[src/hw/rtl/lmrq_pkg.sv]
// Package for the Lamport mutual-exclusion request queue.
// Holds the table entry type, the codes of events and results, and the sequencer states.
// Used by the top, the cell and the sequencer; depends on nothing.
`default_nettype none

package lmrq_pkg;

    localparam int TABLE_DEPTH = 4;
    localparam int STEP_W = 2;
    localparam logic [31:0] CLOCK_TOP = 32'hFFFF_FFFF;

    typedef enum logic [2:0] {
        OP_INTERNAL     = 3'd0,
        OP_LOCAL_REQ    = 3'd1,
        OP_LOCAL_REL    = 3'd2,
        OP_REMOTE_REQ   = 3'd3,
        OP_REMOTE_REPLY = 3'd4,
        OP_REMOTE_REL   = 3'd5
    } t_opcode;

    typedef enum logic [1:0] {
        BC_NONE    = 2'd0,
        BC_REQUEST = 2'd1,
        BC_RELEASE = 2'd2
    } t_bcast;

    typedef enum logic [1:0] {
        ST_OK       = 2'd0,
        ST_FULL     = 2'd1,
        ST_NO_ENTRY = 2'd2
    } t_status;

    typedef enum logic [1:0] {
        ACT_NONE   = 2'd0,
        ACT_INSERT = 2'd1,
        ACT_REMOVE = 2'd2
    } t_action;

    typedef enum logic [1:0] {
        S_IDLE   = 2'd0,
        S_LOOKUP = 2'd1,
        S_MODIFY = 2'd2,
        S_RESULT = 2'd3
    } t_state;

    typedef struct packed {
        logic        valid;
        logic [1:0]  node;
        logic [31:0] stamp;
    } t_entry;

    // Control from the sequencer to the ring of table cells.
    typedef struct packed {
        logic   shift;
        t_entry wb;
    } t_chain_ctl;

endpackage

`default_nettype wire

[src/hw/rtl/lmrq_if.sv]
// Handshake channels of the request queue: event items in, result items out.
// Both carry valid, ready and the payload fields; no package is needed.
`default_nettype none

interface lmrq_evt_if;
    logic        valid;
    logic        ready;
    logic [2:0]  opcode;
    logic [31:0] stamp;
    logic [1:0]  sender;

    modport source (output valid, output opcode, output stamp, output sender, input ready);
    modport sink   (input valid, input opcode, input stamp, input sender, output ready);
endinterface

interface lmrq_res_if;
    logic        valid;
    logic        ready;
    logic [31:0] clock_now;
    logic        send_reply;
    logic [1:0]  send_broadcast;
    logic        grant;
    logic [1:0]  status;

    modport source (output valid, output clock_now, output send_reply, output send_broadcast,
                    output grant, output status, input ready);
    modport sink   (input valid, input clock_now, input send_reply, input send_broadcast,
                    input grant, input status, output ready);
endinterface

`default_nettype wire

[src/hw/rtl/lamport_mutex_request_queue_top.sv]
// Top level of the Lamport mutual-exclusion request queue: node id register and table ring.
// Depends on lmrq_pkg, lmrq_if, lmrq_cell and lmrq_ctrl.
`default_nettype none

// One node of Lamport's distributed mutual exclusion. Each event item yields exactly one
// result item carrying the new logical clock, the reply and broadcast requests, the grant
// and a status code. The request table is a ring of four cells that the sequencer turns
// one entry a cycle: an item is accepted, then the ring makes one turn to apply the change
// and find the head of the table, and the result state loads the result, after which the
// block is ready again. Requests that may insert into the table (an eligible local request
// or a remote request) first take one more turn to look up the node. A result not yet
// taken holds the block in its last step only until the output register frees. The user
// must write the node id register only while idle; the block does not enforce it.
module lamport_mutex_request_queue_top #(
    parameter int NODE_COUNT = 4
) (
    input  wire logic       i_clk,
    input  wire logic       i_rst_n,
    input  wire logic       i_cfg_we,
    input  wire logic [1:0] i_cfg_wdata,
    lmrq_evt_if.sink        i_evt,
    lmrq_res_if.source      o_res
);

    logic [1:0]           r_own_id;
    lmrq_pkg::t_chain_ctl chain_ctl;
    lmrq_pkg::t_entry     ring [lmrq_pkg::TABLE_DEPTH];

    always_ff @(posedge i_clk) begin
        if (!i_rst_n) begin
            r_own_id <= '0;
        end else if (i_cfg_we) begin
            r_own_id <= i_cfg_wdata;
        end
    end

    // Entries move towards cell 0; the sequencer reads cell 0 and feeds the last cell.
    for (genvar g = 0; g < lmrq_pkg::TABLE_DEPTH; g++) begin : g_ring
        lmrq_pkg::t_entry feed;
        if (g == lmrq_pkg::TABLE_DEPTH - 1) begin : g_last
            assign feed = chain_ctl.wb;
        end else begin : g_mid
            assign feed = ring[g + 1];
        end
        lmrq_cell u_slot (
            .i_clk   (i_clk),
            .i_rst_n (i_rst_n),
            .i_shift (chain_ctl.shift),
            .i_entry (feed),
            .o_entry (ring[g])
        );
    end

    lmrq_ctrl #(
        .NODE_COUNT (NODE_COUNT)
    ) u_ctrl (
        .i_clk    (i_clk),
        .i_rst_n  (i_rst_n),
        .i_own_id (r_own_id),
        .i_evt    (i_evt),
        .o_res    (o_res),
        .i_head   (ring[0]),
        .o_chain  (chain_ctl)
    );

endmodule

`default_nettype wire

[src/hw/rtl/lmrq_cell.sv]
// One cell of the request table ring: holds a single entry and passes it on when shifted.
// Depends on lmrq_pkg for the entry type.
`default_nettype none

module lmrq_cell (
    input  wire logic            i_clk,
    input  wire logic            i_rst_n,
    input  wire logic            i_shift,
    input  wire lmrq_pkg::t_entry i_entry,
    output lmrq_pkg::t_entry     o_entry
);

    logic        r_valid;
    logic [1:0]  r_node;
    logic [31:0] r_stamp;

    always_ff @(posedge i_clk) begin
        if (!i_rst_n) begin
            r_valid <= 1'b0;
        end else if (i_shift) begin
            r_valid <= i_entry.valid;
        end
    end

    always_ff @(posedge i_clk) begin
        if (i_shift) begin
            r_node  <= i_entry.node;
            r_stamp <= i_entry.stamp;
        end
    end

    assign o_entry = '{valid: r_valid, node: r_node, stamp: r_stamp};

endmodule

`default_nettype wire

[src/hw/rtl/lmrq_ctrl.sv]
// Sequencer of the request queue: logical clock, flags, reply marks and the result register.
// Walks the table ring one entry a cycle. Depends on lmrq_pkg and lmrq_if.
`default_nettype none

module lmrq_ctrl #(
    parameter int NODE_COUNT = 4
) (
    input  wire logic              i_clk,
    input  wire logic              i_rst_n,
    input  wire logic [1:0]        i_own_id,
    lmrq_evt_if.sink               i_evt,
    lmrq_res_if.source             o_res,
    input  wire lmrq_pkg::t_entry  i_head,
    output lmrq_pkg::t_chain_ctl   o_chain
);

    lmrq_pkg::t_state  r_state, n_state;
    logic [lmrq_pkg::STEP_W-1:0] r_step, n_step;
    logic [31:0]       r_clock, n_clock;
    logic              r_pending, n_pending;
    logic              r_in_cs, n_in_cs;
    logic [NODE_COUNT-1:0] r_marks, n_marks;

    lmrq_pkg::t_action r_act, n_act;
    logic [2:0]        r_op, n_op;
    logic [1:0]        r_key_node, n_key_node;
    logic [31:0]       r_key_stamp, n_key_stamp;
    logic              r_found, n_found;
    logic              r_free, n_free;
    logic              r_done, n_done;
    logic              r_best_valid, n_best_valid;
    logic [1:0]        r_best_node, n_best_node;
    logic [31:0]       r_best_stamp, n_best_stamp;
    logic              r_reply, n_reply;

    logic              r_out_valid, n_out_valid;
    logic [31:0]       r_out_clock, n_out_clock;
    logic              r_out_reply, n_out_reply;
    lmrq_pkg::t_bcast  r_out_bcast, n_out_bcast;
    logic              r_out_grant, n_out_grant;
    lmrq_pkg::t_status r_out_status, n_out_status;

    logic              accept;
    logic              is_remote;
    logic              remote_ok;
    logic [31:0]       clk_max;
    logic              hit;
    lmrq_pkg::t_entry  mod_entry;
    logic [NODE_COUNT-1:0] need;
    logic              fin_pending;
    logic [NODE_COUNT-1:0] fin_marks;
    lmrq_pkg::t_bcast  fin_bcast;
    lmrq_pkg::t_status fin_status;
    logic              fin_grant;

    assign i_evt.ready = (r_state == lmrq_pkg::S_IDLE);
    assign accept      = i_evt.valid && i_evt.ready;
    assign is_remote   = (i_evt.opcode == lmrq_pkg::OP_REMOTE_REQ)
                      || (i_evt.opcode == lmrq_pkg::OP_REMOTE_REPLY)
                      || (i_evt.opcode == lmrq_pkg::OP_REMOTE_REL);
    assign remote_ok   = (i_evt.sender != i_own_id) && (int'(i_evt.sender) < NODE_COUNT);
    assign clk_max     = (is_remote && (i_evt.stamp > r_clock)) ? i_evt.stamp : r_clock;
    assign hit         = i_head.valid && (i_head.node == r_key_node);
    // A node id at or above the node count shifts out and leaves every node as a peer.
    assign need        = {NODE_COUNT{1'b1}} & ~(NODE_COUNT'(1) << i_own_id);

    always_comb begin
        n_state      = r_state;
        n_step       = r_step;
        n_clock      = r_clock;
        n_pending    = r_pending;
        n_in_cs      = r_in_cs;
        n_marks      = r_marks;
        n_act        = r_act;
        n_op         = r_op;
        n_key_node   = r_key_node;
        n_key_stamp  = r_key_stamp;
        n_found      = r_found;
        n_free       = r_free;
        n_done       = r_done;
        n_best_valid = r_best_valid;
        n_best_node  = r_best_node;
        n_best_stamp = r_best_stamp;
        n_reply      = r_reply;
        n_out_valid  = r_out_valid && !o_res.ready;
        n_out_clock  = r_out_clock;
        n_out_reply  = r_out_reply;
        n_out_bcast  = r_out_bcast;
        n_out_grant  = r_out_grant;
        n_out_status = r_out_status;
        o_chain      = '{shift: 1'b0, wb: i_head};
        mod_entry    = i_head;
        fin_pending  = r_pending;
        fin_marks    = r_marks;
        fin_bcast    = lmrq_pkg::BC_NONE;
        fin_status   = lmrq_pkg::ST_OK;
        fin_grant    = 1'b0;

        case (r_state)
            lmrq_pkg::S_IDLE: begin
                if (accept) begin
                    n_clock      = (clk_max == lmrq_pkg::CLOCK_TOP) ? lmrq_pkg::CLOCK_TOP
                                                                     : clk_max + 32'd1;
                    n_op         = i_evt.opcode;
                    n_act        = lmrq_pkg::ACT_NONE;
                    n_key_node   = i_evt.sender;
                    n_key_stamp  = i_evt.stamp;
                    n_found      = 1'b0;
                    n_free       = 1'b0;
                    n_done       = 1'b0;
                    n_best_valid = 1'b0;
                    n_reply      = 1'b0;
                    n_step       = '0;
                    case (i_evt.opcode)
                        lmrq_pkg::OP_LOCAL_REQ: begin
                            if (!r_pending && !r_in_cs) begin
                                n_act       = lmrq_pkg::ACT_INSERT;
                                n_key_node  = i_own_id;
                                n_key_stamp = n_clock;
                            end
                        end
                        lmrq_pkg::OP_LOCAL_REL: begin
                            n_act      = lmrq_pkg::ACT_REMOVE;
                            n_key_node = i_own_id;
                            n_pending  = 1'b0;
                            n_in_cs    = 1'b0;
                            n_marks    = '0;
                        end
                        lmrq_pkg::OP_REMOTE_REQ: begin
                            if (remote_ok) begin
                                n_act   = lmrq_pkg::ACT_INSERT;
                                n_reply = 1'b1;
                            end
                        end
                        lmrq_pkg::OP_REMOTE_REPLY: begin
                            if (remote_ok && r_pending) begin
                                n_marks = r_marks | (NODE_COUNT'(1) << i_evt.sender);
                            end
                        end
                        lmrq_pkg::OP_REMOTE_REL: begin
                            if (remote_ok) begin
                                n_act = lmrq_pkg::ACT_REMOVE;
                            end
                        end
                        default: begin
                        end
                    endcase
                    n_state = (n_act == lmrq_pkg::ACT_INSERT) ? lmrq_pkg::S_LOOKUP
                                                              : lmrq_pkg::S_MODIFY;
                end
            end

            // First turn of the ring: find the key node and whether a slot is free.
            lmrq_pkg::S_LOOKUP: begin
                o_chain.shift = 1'b1;
                n_found       = r_found || hit;
                n_free        = r_free || !i_head.valid;
                n_step        = r_step + 1'b1;
                if (r_step == lmrq_pkg::STEP_W'(lmrq_pkg::TABLE_DEPTH - 1)) begin
                    n_state = lmrq_pkg::S_MODIFY;
                end
            end

            // Last turn: apply any change and track the head of the amended table.
            lmrq_pkg::S_MODIFY: begin
                if (r_act == lmrq_pkg::ACT_INSERT) begin
                    if (r_found) begin
                        if (hit) begin
                            mod_entry.stamp = r_key_stamp;
                        end
                    end else if (r_free && !r_done && !i_head.valid) begin
                        mod_entry = '{valid: 1'b1, node: r_key_node, stamp: r_key_stamp};
                        n_done    = 1'b1;
                    end
                end else if (r_act == lmrq_pkg::ACT_REMOVE) begin
                    if (hit) begin
                        mod_entry.valid = 1'b0;
                        n_found         = 1'b1;
                    end
                end
                o_chain = '{shift: 1'b1, wb: mod_entry};
                if (mod_entry.valid && (!r_best_valid || (mod_entry.stamp < r_best_stamp)
                        || ((mod_entry.stamp == r_best_stamp)
                            && (mod_entry.node < r_best_node)))) begin
                    n_best_valid = 1'b1;
                    n_best_node  = mod_entry.node;
                    n_best_stamp = mod_entry.stamp;
                end
                n_step = r_step + 1'b1;
                if (r_step == lmrq_pkg::STEP_W'(lmrq_pkg::TABLE_DEPTH - 1)) begin
                    n_state = lmrq_pkg::S_RESULT;
                end
            end

            lmrq_pkg::S_RESULT: begin
                if (r_act == lmrq_pkg::ACT_INSERT) begin
                    if (!r_found && !r_free) begin
                        fin_status = lmrq_pkg::ST_FULL;
                    end else if (r_op == lmrq_pkg::OP_LOCAL_REQ) begin
                        fin_marks   = '0;
                        fin_pending = 1'b1;
                        fin_bcast   = lmrq_pkg::BC_REQUEST;
                    end
                end else if (r_act == lmrq_pkg::ACT_REMOVE) begin
                    if (!r_found) begin
                        fin_status = lmrq_pkg::ST_NO_ENTRY;
                    end else if (r_op == lmrq_pkg::OP_LOCAL_REL) begin
                        fin_bcast = lmrq_pkg::BC_RELEASE;
                    end
                end
                fin_grant = fin_pending && !r_in_cs && ((fin_marks & need) == need)
                         && r_best_valid && (r_best_node == i_own_id);
                if (!r_out_valid || o_res.ready) begin
                    n_pending    = fin_pending && !fin_grant;
                    n_in_cs      = r_in_cs || fin_grant;
                    n_marks      = fin_marks;
                    n_out_valid  = 1'b1;
                    n_out_clock  = r_clock;
                    n_out_reply  = r_reply;
                    n_out_bcast  = fin_bcast;
                    n_out_grant  = fin_grant;
                    n_out_status = fin_status;
                    n_state      = lmrq_pkg::S_IDLE;
                end
            end

            default: begin
                n_state = lmrq_pkg::S_IDLE;
            end
        endcase
    end

    always_ff @(posedge i_clk) begin
        if (!i_rst_n) begin
            r_state     <= lmrq_pkg::S_IDLE;
            r_step      <= '0;
            r_clock     <= '0;
            r_pending   <= 1'b0;
            r_in_cs     <= 1'b0;
            r_marks     <= '0;
            r_out_valid <= 1'b0;
        end else begin
            r_state     <= n_state;
            r_step      <= n_step;
            r_clock     <= n_clock;
            r_pending   <= n_pending;
            r_in_cs     <= n_in_cs;
            r_marks     <= n_marks;
            r_out_valid <= n_out_valid;
        end
    end

    always_ff @(posedge i_clk) begin
        r_act        <= n_act;
        r_op         <= n_op;
        r_key_node   <= n_key_node;
        r_key_stamp  <= n_key_stamp;
        r_found      <= n_found;
        r_free       <= n_free;
        r_done       <= n_done;
        r_best_valid <= n_best_valid;
        r_best_node  <= n_best_node;
        r_best_stamp <= n_best_stamp;
        r_reply      <= n_reply;
        r_out_clock  <= n_out_clock;
        r_out_reply  <= n_out_reply;
        r_out_bcast  <= n_out_bcast;
        r_out_grant  <= n_out_grant;
        r_out_status <= n_out_status;
    end

    assign o_res.valid          = r_out_valid;
    assign o_res.clock_now      = r_out_clock;
    assign o_res.send_reply     = r_out_reply;
    assign o_res.send_broadcast = r_out_bcast;
    assign o_res.grant          = r_out_grant;
    assign o_res.status         = r_out_status;

    // The node is never both waiting for the section and inside it.
    a_flags_exclusive: assert property (@(posedge i_clk) disable iff (!i_rst_n)
        !(r_pending && r_in_cs))
        else $error("pending and in-section flags set together");

    // The modify turn of the ring starts from its first step.
    a_modify_starts_clean: assert property (@(posedge i_clk) disable iff (!i_rst_n)
        (r_state == lmrq_pkg::S_MODIFY) && ($past(r_state) != lmrq_pkg::S_MODIFY)
        |-> (r_step == '0))
        else $error("table pass started mid-turn");

    // A new result is only loaded out of the result state.
    a_result_source: assert property (@(posedge i_clk) disable iff (!i_rst_n)
        $rose(r_out_valid) |-> ($past(r_state) == lmrq_pkg::S_RESULT))
        else $error("result loaded outside the result state");

    // A release never coincides with a grant.
    a_no_grant_on_release: assert property (@(posedge i_clk) disable iff (!i_rst_n)
        r_out_valid && r_out_grant |-> (r_out_bcast != lmrq_pkg::BC_RELEASE))
        else $error("grant given together with a release");

endmodule

`default_nettype wire
[src/flat_wrapper.sv]
// flat-port wrapper written by rule: the top's interface ports become plain ports
module lamport_mutex_request_queue_top_flat 
#(
    parameter int NODE_COUNT = 4
)
  (i_clk, i_rst_n, i_cfg_we, i_cfg_wdata, i_evt_valid, i_evt_opcode, i_evt_stamp, i_evt_sender, i_evt_ready, o_res_valid, o_res_clock_now, o_res_send_reply, o_res_send_broadcast, o_res_grant, o_res_status, o_res_ready);
  lmrq_evt_if i_evt_i ();
  lmrq_res_if o_res_i ();
  input  wire logic i_clk;
  input  wire logic i_rst_n;
  input  wire logic i_cfg_we;
  input  wire logic [1:0] i_cfg_wdata;
  input wire logic [$bits(i_evt_i.valid)-1:0] i_evt_valid;
  input wire logic [$bits(i_evt_i.opcode)-1:0] i_evt_opcode;
  input wire logic [$bits(i_evt_i.stamp)-1:0] i_evt_stamp;
  input wire logic [$bits(i_evt_i.sender)-1:0] i_evt_sender;
  output wire logic [$bits(i_evt_i.ready)-1:0] i_evt_ready;
  output wire logic [$bits(o_res_i.valid)-1:0] o_res_valid;
  output wire logic [$bits(o_res_i.clock_now)-1:0] o_res_clock_now;
  output wire logic [$bits(o_res_i.send_reply)-1:0] o_res_send_reply;
  output wire logic [$bits(o_res_i.send_broadcast)-1:0] o_res_send_broadcast;
  output wire logic [$bits(o_res_i.grant)-1:0] o_res_grant;
  output wire logic [$bits(o_res_i.status)-1:0] o_res_status;
  input wire logic [$bits(o_res_i.ready)-1:0] o_res_ready;
  assign i_evt_i.valid = i_evt_valid;
  assign i_evt_i.opcode = i_evt_opcode;
  assign i_evt_i.stamp = i_evt_stamp;
  assign i_evt_i.sender = i_evt_sender;
  assign i_evt_ready = i_evt_i.ready;
  assign o_res_valid = o_res_i.valid;
  assign o_res_clock_now = o_res_i.clock_now;
  assign o_res_send_reply = o_res_i.send_reply;
  assign o_res_send_broadcast = o_res_i.send_broadcast;
  assign o_res_grant = o_res_i.grant;
  assign o_res_status = o_res_i.status;
  assign o_res_i.ready = o_res_ready;
  lamport_mutex_request_queue_top #(.NODE_COUNT(NODE_COUNT)) u_core (.i_clk(i_clk), .i_rst_n(i_rst_n), .i_cfg_we(i_cfg_we), .i_cfg_wdata(i_cfg_wdata), .i_evt(i_evt_i), .o_res(o_res_i));
endmodule
[config.mk]
export PLATFORM = sky130hd
export DESIGN_NAME = lamport_mutex_request_queue_top_flat
export DESIGN_NICKNAME = d
export VERILOG_FILES = /design/src/hw/rtl/lmrq_pkg.sv /design/src/hw/rtl/lmrq_if.sv /design/src/hw/rtl/lamport_mutex_request_queue_top.sv /design/src/hw/rtl/lmrq_cell.sv /design/src/hw/rtl/lmrq_ctrl.sv /design/src/flat_wrapper.sv
export SDC_FILE = /design/constraint.sdc
export NUM_CORES = 1
export LEC_CHECK = 0
export ABC_AREA = 1
export ABC_CLOCK_PERIOD_IN_PS = 6500
export BUFFER_PORTS_ARGS = -buffer_cell sky130_fd_sc_hd__buf_2
export CELL_PAD_IN_SITES_DETAIL_PLACEMENT = 1
export CELL_PAD_IN_SITES_GLOBAL_PLACEMENT = 2
export CORE_AREA = 10 10 204 206
export CTS_BUF_LIST = sky130_fd_sc_hd__clkbuf_16
export DETAILED_ROUTE_END_ITERATION = 6
export DIE_AREA = 0 0 214 216
export GPL_TIMING_DRIVEN = 0
export PLACE_DENSITY_LB_ADDON = 0.1
export SLEW_MARGIN = 20
export SYNTH_ARGS = -nofsm -noshare
export SYNTH_HDL_FRONTEND = slang
export SYNTH_SLANG_ARGS = --single-unit
[constraint.sdc]
create_clock -name i_clk -period 6.5 [get_ports i_clk]
set_clock_uncertainty 0.1 [all_clocks]
set_input_delay 0.325 -clock i_clk [delete_from_list [all_inputs] [get_ports i_clk]]
set_output_delay 0.325 -clock i_clk [all_outputs]
set_load 0.005 [all_outputs]
==> run summary <==
Status: finished clean
Core area: 0.0374 sq mm
Clock slew at reported path FFs: 0.06 ns
Post-synthesis sequential area ratio: 0.592
Multi-input logic area: 0.00493 sq mm
Final HPWL DP: 31700 microns
Total wire length: 42100 microns
# rows: 71
CTS Buffer Depth: 3
Sequential Power Share: 0.442
TritonCTS clock tree: built
Clock Root Buffer: clkbuf_16
Commonest cells after routing, fill and taps aside: nand2_1, edfxtp_1, inv_1, nor2_1, a21oi_1
Critical path's top delay family: simple AND/OR/NAND/NOR gates
Synth Area in XOR/XNOR: 0.00303
Worst-Margin Slew: 0.894 ns
Type of origin of the critical path: flop
Synth Area in Adders: 0.0624
Mapped Area: 0.0144 sq mm
Post-DP Area: 0.0156 sq mm
Synth async-reset ratio: 0
Final Hold Viols: 0
Cell total after placement: 2084
Reg area: 0.00855 sq mm
Total Power: 7.83 mW
Die footprint: 0.0462 sq mm
# nets final: 1734
DR vias: 10605
Critical-path cell list: xnor2_1 -> nand3_1 -> nand2_1 -> o211ai_1 -> clkbuf_1 -> nor2_1 -> a21oi_1 -> ha_1 -> nand2_1 -> nor2_1 -> nand4_1 -> nor4_1 -> nand4_1 -> nand2_1 -> o21ai_0 -> nor2_4 -> buf_12
RSZ-0062 raised after global routing: no
Cell Pwr Density: 464 mW/mm^2
DRC Markers: 0
Compound-Gate Fraction of Synth Area: 0.0871
Syn Inst Count: 1486
Number of max-cap violations: 0
IR drop worst, VDD: 0.259 mV
Vias in the first global route: 11224
Initial antenna violation count: 1
Die W: 214 microns
Critical Path Sink Type: flop
TritonCTS Buffers: 36
Worst Path Buf+Inv: 2
First-pass GRT wire length: 65500 microns
Via-to-Cell Ratio: 4.92
Distinct cell type count after synthesis: 45
Fin crit share: 0.736
Diode count: 0
Synth Area in Simple Gates: 0.187
Routed Antenna Nets: 0
Layout cells sized above 1: 0.119
Die H: 216 microns
CP max stage delay: 0.61 ns
Synth Register Bits: 301
Internal Pwr Total: 5.10 mW
Top cells by area, synth: edfxtp_1, nand2_1, dfxtp_1
Multiplexer area fraction after synthesis: 0
Ys Warns: 0
Design area: 0.0169 sq mm
Slew headroom: 0.401
Worst Path Arrival: 4.92 ns
Pin count of the biggest net entering global routing: 61
F_max: 0.209 GHz
Initial Util: 0.386
Fin. max-slew vios: 0
Most common cell after layout, fill and taps aside: nand2_1
Tightest Hold Check Type: primary input to flop
Top_reg_cell synth: edfxtp_1
Largest fanout on the critical path: 24
Utilization after layout: 0.451
Setup violations, final: 0
NetSw: 2.73 mW
Syn Nets: 1602
Non-filler cells, final: 2156
DRT iter0 DRCs: 520
Grt ovf: 0
Area share of the largest cell type after synthesis: 0.524
H-tree levels: 2
Most Frequent Cell on Critical Path: nand2_1
Cell taking the most area after synthesis: edfxtp_1
Sw frac: 0.349
Slowest CP cell: nor4_1
Comb pwr share: 0.300
P_leak: 6.98 nW
Total track usage: 0.182
Clock share of power: 0.258
Synth Area per Inst: 9.72 sq um
# IOs: 84
Detailed Routing Iterations Pass 1: 5
Worst path required time: 6.63 ns
EDFF count, synth: 252
Routed WL per cell: 19.5 microns
GP Congestion: 0.887
Main combinational cell family by area after synthesis: simple AND/OR/NAND/NOR gates
IO buf count: 83
Fill cells: 4258
Min Tclk post-route: 4.79 ns
Crit path kind: flop to flop
P&R area growth vs syn: 16.8%
Skew-Pair Late Insertion Delay: 0.54 ns
Postcts setup bufs: 0
Clock Sinks: 301
Hold slack final: 0.0643 ns
[sequential cells by signal, summed over array words and instances, names as in the netlist, 3 cells and up]
name,cells
u_core.g_ring.u_slot.r_valid,4
u_core.u_ctrl.r_op,3
u_core.u_ctrl.r_key_stamp,32
u_core.u_ctrl.o_res.clock_now,32
u_core.u_ctrl.r_marks,4
u_core.u_ctrl.r_best_stamp,32
u_core.u_ctrl.r_clock,32
u_core.g_ring.u_slot.r_node,8
u_core.g_ring.u_slot.r_stamp,128
[path summary, 6_finish.rpt]
check	end	startpoint	cells past startpoint	slack (ns)
max	u_core.u_ctrl.r_best_stamp[28]	u_core.g_ring[0].u_slot.r_node[1]	17	1.71
min	u_core.u_ctrl.r_key_stamp[8]	i_evt_stamp[8]	3	0.06
max reg2reg	u_core.u_ctrl.r_best_stamp[28]	u_core.g_ring[0].u_slot.r_node[1]	17	1.71
min reg2reg	u_core.g_ring[1].u_slot.r_stamp[11]	u_core.g_ring[2].u_slot.r_stamp[11]	0	0.32
[power by group through the flow]
stage	Sequential (mW)	Combinational [mW]	Clock (mW)
3_3_place_gp	3.56	2.16	0
4_1_cts	3.47	2.40	2.08
2_1_floorplan	3.47	1.55	0
5_1_grt	3.54	2.71	2.15
3_5_place_dp	3.51	2.38	0
6_report	3.46	2.35	2.02
[kinds of logic (layout without fill, tap and decap cells)]
kind of cell / count (synthesis) / after routing
simple gates: 624 / 624
flops: 301 / 301
buf+inv: 250 / 409
compound gates: 234 / 234
fa+ha+maj: 72 / 72
xor+xnor: 5 / 5
[tightest hold or removal path: cells and delay by family]
family          cells  cell delay (ns)
compound gates      1             0.09
buf+inv             2             0.17
[metrics by stage]
stage | setup WS [ns] | setup TNS [ns]
6_report | 1.71 | 0
5_1_grt | 1.14 | 0
4_1_cts | 1.56 | 0
3_5_place_dp | 1.56 | 0
3_3_place_gp | -0.280 | -9.43
2_1_floorplan | 1.84 | 0
[cell type report]
type	count	area share
Clock buffer	36	0.0534
Clock inverter	29	0.0164
Timing Repair Buffer	94	0.0340
Buffer	43	0.0134
Sequential cell	301	0.507
Multi-Input combinational cell	935	0.292
Inverter	207	0.0461
Tap cell	511	0.0379
[cells in the mapped netlist (5+ instances only)]
master	instances
clkbuf_1	27
nor2_2	6
dfxtp_1	49
nand4_1	11
nand2_1	276
o21ai_1	10
a21oi_1	97
inv_1	203
nand3_2	15
o21bai_1	9
o21ai_0	93
buf_6	6
nor2_1	212
edfxtp_1	252
ha_1	72
nor4_1	5
nand3_1	79
[what timing repair did]
| action | CTS | global route |
|---|---|---|
| endpoints found under the hold margin | 5 | 0 |
| hold buffers | 7 | 0 |
| resized for setup | 0 | 0 |
[metal layers]
metal	routed length [microns]	vias up	global-route usage
li1	-	5240	-
met1	20100	5156	0.243
met2	19400	149	0.295
met3	1370	60	0.0298
met4	1200	0	0.0581
met5	0	-	0
(Power assumes the default switching activity.)
